[src/design/hpd_pkg.sv]
// shared constants and types of the host pair dedupe counter table
package hpd_pkg;

    localparam int DEPTH   = 64;
    localparam int ADDR_W  = (DEPTH > 1) ? $clog2(DEPTH) : 1;
    localparam int CNT_W   = $clog2(DEPTH + 1);
    localparam int IP_W    = 32;
    localparam int MAC_W   = 48;
    localparam int LEN_W   = 16;
    localparam int CTR_W   = 32;
    localparam int SLOT_W  = 6;
    localparam int HOSTS_W = 7;
    localparam int IN_W    = 96;
    localparam int OUT_W   = 144;
    localparam int FLAG_W  = 3;

    typedef struct packed {
        logic [LEN_W-1:0] pkt_length;
        logic [MAC_W-1:0] sender_mac;
        logic [IP_W-1:0]  sender_ip;
    } item_t;

    typedef struct packed {
        logic [CTR_W-1:0] total_bytes;
        logic [HOSTS_W-1:0] total_hosts;
        logic [CTR_W-1:0] total_packets;
        logic [CTR_W-1:0] host_bytes;
        logic [CTR_W-1:0] host_packets;
        logic [SLOT_W-1:0] slot;
        logic             table_full;
        logic             new_host;
        logic             matched;
    } result_t;

endpackage

[src/design/hpd_front.sv]
// front end: input acceptance and two-entry item queue
module hpd_front
(
    input  logic           clk,
    input  logic           rst_n,
    input  logic           in_valid,
    output logic           in_ready,
    input  hpd_pkg::item_t in_item,
    output logic           q_valid,
    input  logic           q_pop,
    output hpd_pkg::item_t q_item
);

    hpd_pkg::item_t buf_reg [2];
    logic           wr_ptr_reg;
    logic           rd_ptr_reg;
    logic [1:0]     count_reg;
    logic           push;
    logic           pop;

    assign in_ready = (count_reg != 2'd2);
    assign q_valid  = (count_reg != 2'd0);
    assign q_item   = buf_reg[rd_ptr_reg];
    assign push     = in_valid && in_ready;
    assign pop      = q_pop && q_valid;

    always_ff @(posedge clk)
    begin
        if (push)
        begin
            buf_reg[wr_ptr_reg] <= in_item;
        end
    end

    always_ff @(posedge clk or negedge rst_n)
    begin
        if (!rst_n)
        begin
            wr_ptr_reg <= 1'b0;
            rd_ptr_reg <= 1'b0;
            count_reg  <= 2'd0;
        end
        else
        begin
            if (push)
            begin
                wr_ptr_reg <= ~wr_ptr_reg;
            end
            if (pop)
            begin
                rd_ptr_reg <= ~rd_ptr_reg;
            end
            case ({push, pop})
                2'b10:   count_reg <= count_reg + 2'd1;
                2'b01:   count_reg <= count_reg - 2'd1;
                default: count_reg <= count_reg;
            endcase
        end
    end

endmodule

[config.mk]
export PLATFORM = sky130hd
export DESIGN_NAME = hpd_front
export DESIGN_NICKNAME = d
export VERILOG_FILES = /design/src/design/hpd_pkg.sv /design/src/design/hpd_front.sv
export SDC_FILE = /design/constraint.sdc
export NUM_CORES = 1
export LEC_CHECK = 0
export BUFFER_PORTS_ARGS = -buffer_cell sky130_fd_sc_hd__buf_2
export CAP_MARGIN = 10
export CORE_MARGIN = 2
export CORE_UTILIZATION = 25
export DETAILED_ROUTE_END_ITERATION = 7
export PLACE_DENSITY = 0.48
export SLEW_MARGIN = 15
export SYNTH_ARGS = -nofsm -noshare
export SYNTH_HDL_FRONTEND = slang
export SYNTH_SLANG_ARGS = --single-unit
[constraint.sdc]
create_clock -name clk -period 5.7 [get_ports clk]
set_input_delay 0.285 -clock clk [delete_from_list [all_inputs] [get_ports clk]]
set_output_delay 0.285 -clock clk [all_outputs]
set_load 0.1 [all_outputs]
Word level (Yosys, flattened, before mapping)
Memory sizes are Yosys's and may differ from the RTL's.
Cells that the tools add are included.
{"block": "totals", "input_bits": 100, "output_inout_bits": 98, "word_cells": 18, "mem_bits_rw": 192, "mem_count": 1, "regBits": 4}
{"memory": "buf_reg", "words": 2, "word_bits": 96, "read_ports": 1, "rd_ports_with_merged_regs": 0, "write_ports": 1, "line_no": "hpd_front.sv:14", "text": "hpd_pkg::item_t buf_reg [2];"}
{"block": "op_classes", "eq_ne": 3, "reduce_logical": 4, "mux": 3, "bitwise_logic": 2, "n_addsub": 2}
{"operator": "case mux 2 bit (2 select lines)", "n": 1}
{"operator": "nonzero test 2 bit", "n": 2}
{"operator": "adder 2 x 1 -> 2 bit, second input constant", "n": 1}
{"operator": "equality test 2 x 1 -> 1 bit, second input constant", "n": 1}
{"operator": "equality test 2 bit, second input constant", "n": 1}
{"operator": "logical AND 1 bit", "n": 2}
{"operator": "2-to-1 mux 1 bit", "n": 2}
{"operator": "inequality test 2 bit, second input constant", "n": 1}
{"operator": "NOT 1 bit", "n": 2}
{"operator": "subtractor 2 x 1 -> 2 bit, second input constant", "n": 1}

Depth between registers and ports, before layout
{"block": "depth", "word_depth": 4, "ltp_mapped": 6, "depth_no_buf": 6}

Least setup slack after synthesis
Ideal clock, no wire load.
{"block": "synth_path", "path_type": "register to register", "from": "register count_reg[0]", "to": "memory buf_reg[0][0] (netlist name), enable pin", "arrival_ps": 5503, "setup_time_ps": 552, "stages_incl_launch_ff": 4, "n_path_buf": 0, "t_required_ps": 5148, "path_slack_ps": -355, "period_less_slack_ps": 6055, "cell_sequence": "dfrtp_1 -> nand2b_1 -> nand2_1 -> nor2_1"}
{"block": "synth_via", "elab_chain_cells": 4}
{"item": "start: declaration", "line_no": "hpd_front.sv:17", "text": "logic [1:0] count_reg;"}
{"item": "start signal: assignment", "line_no": "hpd_front.sv:54", "text": "2'b10: count_reg <= count_reg + 2'd1;"}
{"item": "start signal: assignment", "line_no": "hpd_front.sv:55", "text": "2'b01: count_reg <= count_reg - 2'd1;"}
{"item": "start signal: assignment", "line_no": "hpd_front.sv:56", "text": "default: count_reg <= count_reg;"}
{"item": "inequality test 2 bit", "line_no": "hpd_front.sv:21", "text": "assign in_ready = (count_reg != 2'd2);"}
{"item": "via in_ready", "line_no": "hpd_front.sv:7", "text": "output logic in_ready,"}
{"item": "logical AND 1 bit", "line_no": "hpd_front.sv:24", "text": "assign push = in_valid && in_ready;"}
{"item": "2-to-1 mux 1 bit", "line_no": "hpd_front.sv:29", "text": "if (push)"}
{"item": "2-to-1 mux 1 bit (not written as such)", "line_no": "hpd_front.sv:31", "text": "buf_reg[wr_ptr_reg] <= in_item;"}
{"item": "end: declaration", "line_no": "hpd_front.sv:14"}
The timed path passes the listed nets, and every way through them passes these cells.

==> results.yml <==
outcome:
  status: "completed"
floorplanning:
  die_y_um: 174
  boundaryPins: 198
  core_mm2: 0.0286
  start_util: 0.253
  die-area_mm2: 0.0303
  row_count: 62
  dieWidth_um: 174
layout:
  drive_above_1_share: 0.614
  largest_register_ffs: 192
  syn2layout_area_growth_pct: 28.2
  layout_common_cells: "buf_2 (197), edfxtp_1 (192), mux2_2 (66)"
  num-nets-final: 627
  fillers: 2792
  final_common_cell: "buf_2"
place:
  port_buffers: 197
  hpwl_um: 9440
  dpl_worst_slack_ns: 2.89
  place_congestion: 0.688
setup_path:
  critPathKind: "flop to output pin"
  worst_path_max_delay_cell: "dfrtp_4"
  path_max_fanout: 50
  max_stage_delay_ns: 0.96
  critPathLaunchType: "flop"
  arrival_ns: 2.87
  required_ns: 5.41
  worstPathCellList: "buf_4 > mux2_2 > buf_2"
  end_kind: "output pin"
clock_network:
  cts_made_buffers: 17
  htree_levels: 4
  clk_pin_slew_worst_paths_ns: 0.07
  cts_setup_buffers: 0
  clock_path_buffers: 2
  cts_tree: "done"
  ctsResizeCount: 0
  cts_sinks: 196
  clock_latency_ns: 0.42
  cts-root-buf: "clkbuf_16"
grt:
  grt_pass1_wl_um: 22400
  grt_overflow: 0
  antenna_found_initial: 1
  grt_max_degree: 51
  grt.total_usage: 0.0980
  grt_pass1_vias: 3987
yosys:
  ys_seq_area_frac: 0.810
  synthDistinctLibCells: 15
  ys_async_sr_fraction: 0.0204
  syn_nets: 417
  ys_warn_count: 0
  synth_flop_cell: "edfxtp_1"
  ys_seq_elements: 196
  synth_edf_count: 192
  syn_area_per_cell_um2: 22.9
  syn-instance-count: 316
  syn_area_mm2: 0.00724
routing:
  drtAntennaViolNets: 0
  vias_per_cell: 3.94
  detailroute.via_count: 3639
  drt_first_pass_iters: 4
  avgRoutedWirePerCell_um: 15.7
  drt_iter0_markers: 224
  routed_wirelength_um: 14600
  post-route-drc-count: 0
sta:
  fmax_mhz: 317
  drv_slew: 0
  rsz0062_at_grt: "no"
  post-route-min-period_ns: 3.15
  setup_violations: 0
  tightest_slew_ns: 0.859
  slew_headroom: 0.427
  finalHoldViolCount: 0
  hold_slack_ns: 0.0458
  timing.final.crit_share: 0.553
  finClkSkew_ns: 0.0112
  setup_tns_ns: 0
  setup_ws_ns: 2.55
hold_path:
  hp-class: "input port to flop"
run:
  maxCapViolCount: 0
## final timing paths
kind	startpoint	to	slack (ns)	cells past startpoint
max	rd_ptr_reg	q_item[37]	2.55	3
min	in_item[22]	buf_reg[1][22]	0.05	1
max reg2reg	count_reg[0]	buf_reg[1][64]	3.31	3
min reg2reg	count_reg[1]	count_reg[1]	0.53	1
max in group asynchronous	rst_n	rd_ptr_reg	5.36	2
min in group asynchronous	rst_n	count_reg[1]	0.20	2
## logic make-up (layout without fill, tap and decap cells)
logic type	after synthesis	in the layout	synth area share
other	0	1	0
muxes	96	96	0.165
and+or+nand+nor	7	7	0.00536
adders and majority gates	1	1	0.00173
xor gates and xnor gates	5	5	0.00605
buffers and inverters	11	234	0.0119
DFF	196	196	0.810
## Yosys cell counts, types with 2 or more instances
cell type,n,area (um2)
xor2_1,2,17.5
dfrtp_1,4,100
edfxtp_1,192,5770
buf_6,5,56.3
nor2_1,2,7.51
xnor2_1,3,26.3
buf_2,6,30.0
mux2_2,66,743
mux2_4,30,450
## cell type report
type | count | area, um2 | share of cell area
multi-input cells | 109 | 1300 | 0.140
flip-flops and latches | 196 | 5870 | 0.632
repair buffers | 202 | 1030 | 0.110
diodes | 1 | 2.50 | 0.000270
clock buffers | 23 | 478 | 0.0515
clock inverters | 9 | 128 | 0.0137
well taps | 384 | 480 | 0.0517
## through the flow
step	util	area [um2]	cells
after global placement	0.303	8670	890
after CTS	0.324	9280	923
after detailed placement	0.303	8670	890
after floorplan	-	7240	316
final	0.324	9290	924
after global routing	0.324	9290	924
## critical path, delay by kind of cell (launching register included)
| kind | cells | cell delay [ns] |
|---|---|---|
| flops | 1 | 0.96 |
| buf+inv | 2 | 1.13 |
| mux | 1 | 0.30 |
## timing repair
action,CTS,global route
hold endpoints to repair,4,0
hold buffers,1,0
setup endpoints to repair,0,0
## routing by layer
layer  vias up  GRT usage  wire, um  share of wire
met5         -          0         0              0
met4         0     0.0392       235          0.016
met2       120      0.170      7540           0.52
met1      1839      0.110      5890           0.41
met3        11     0.0337       876          0.060
li1       1669          -         -              -
Power is not shown: default switching activity piles up to over one toggle a cycle in this logic, so the estimate is an artifact.
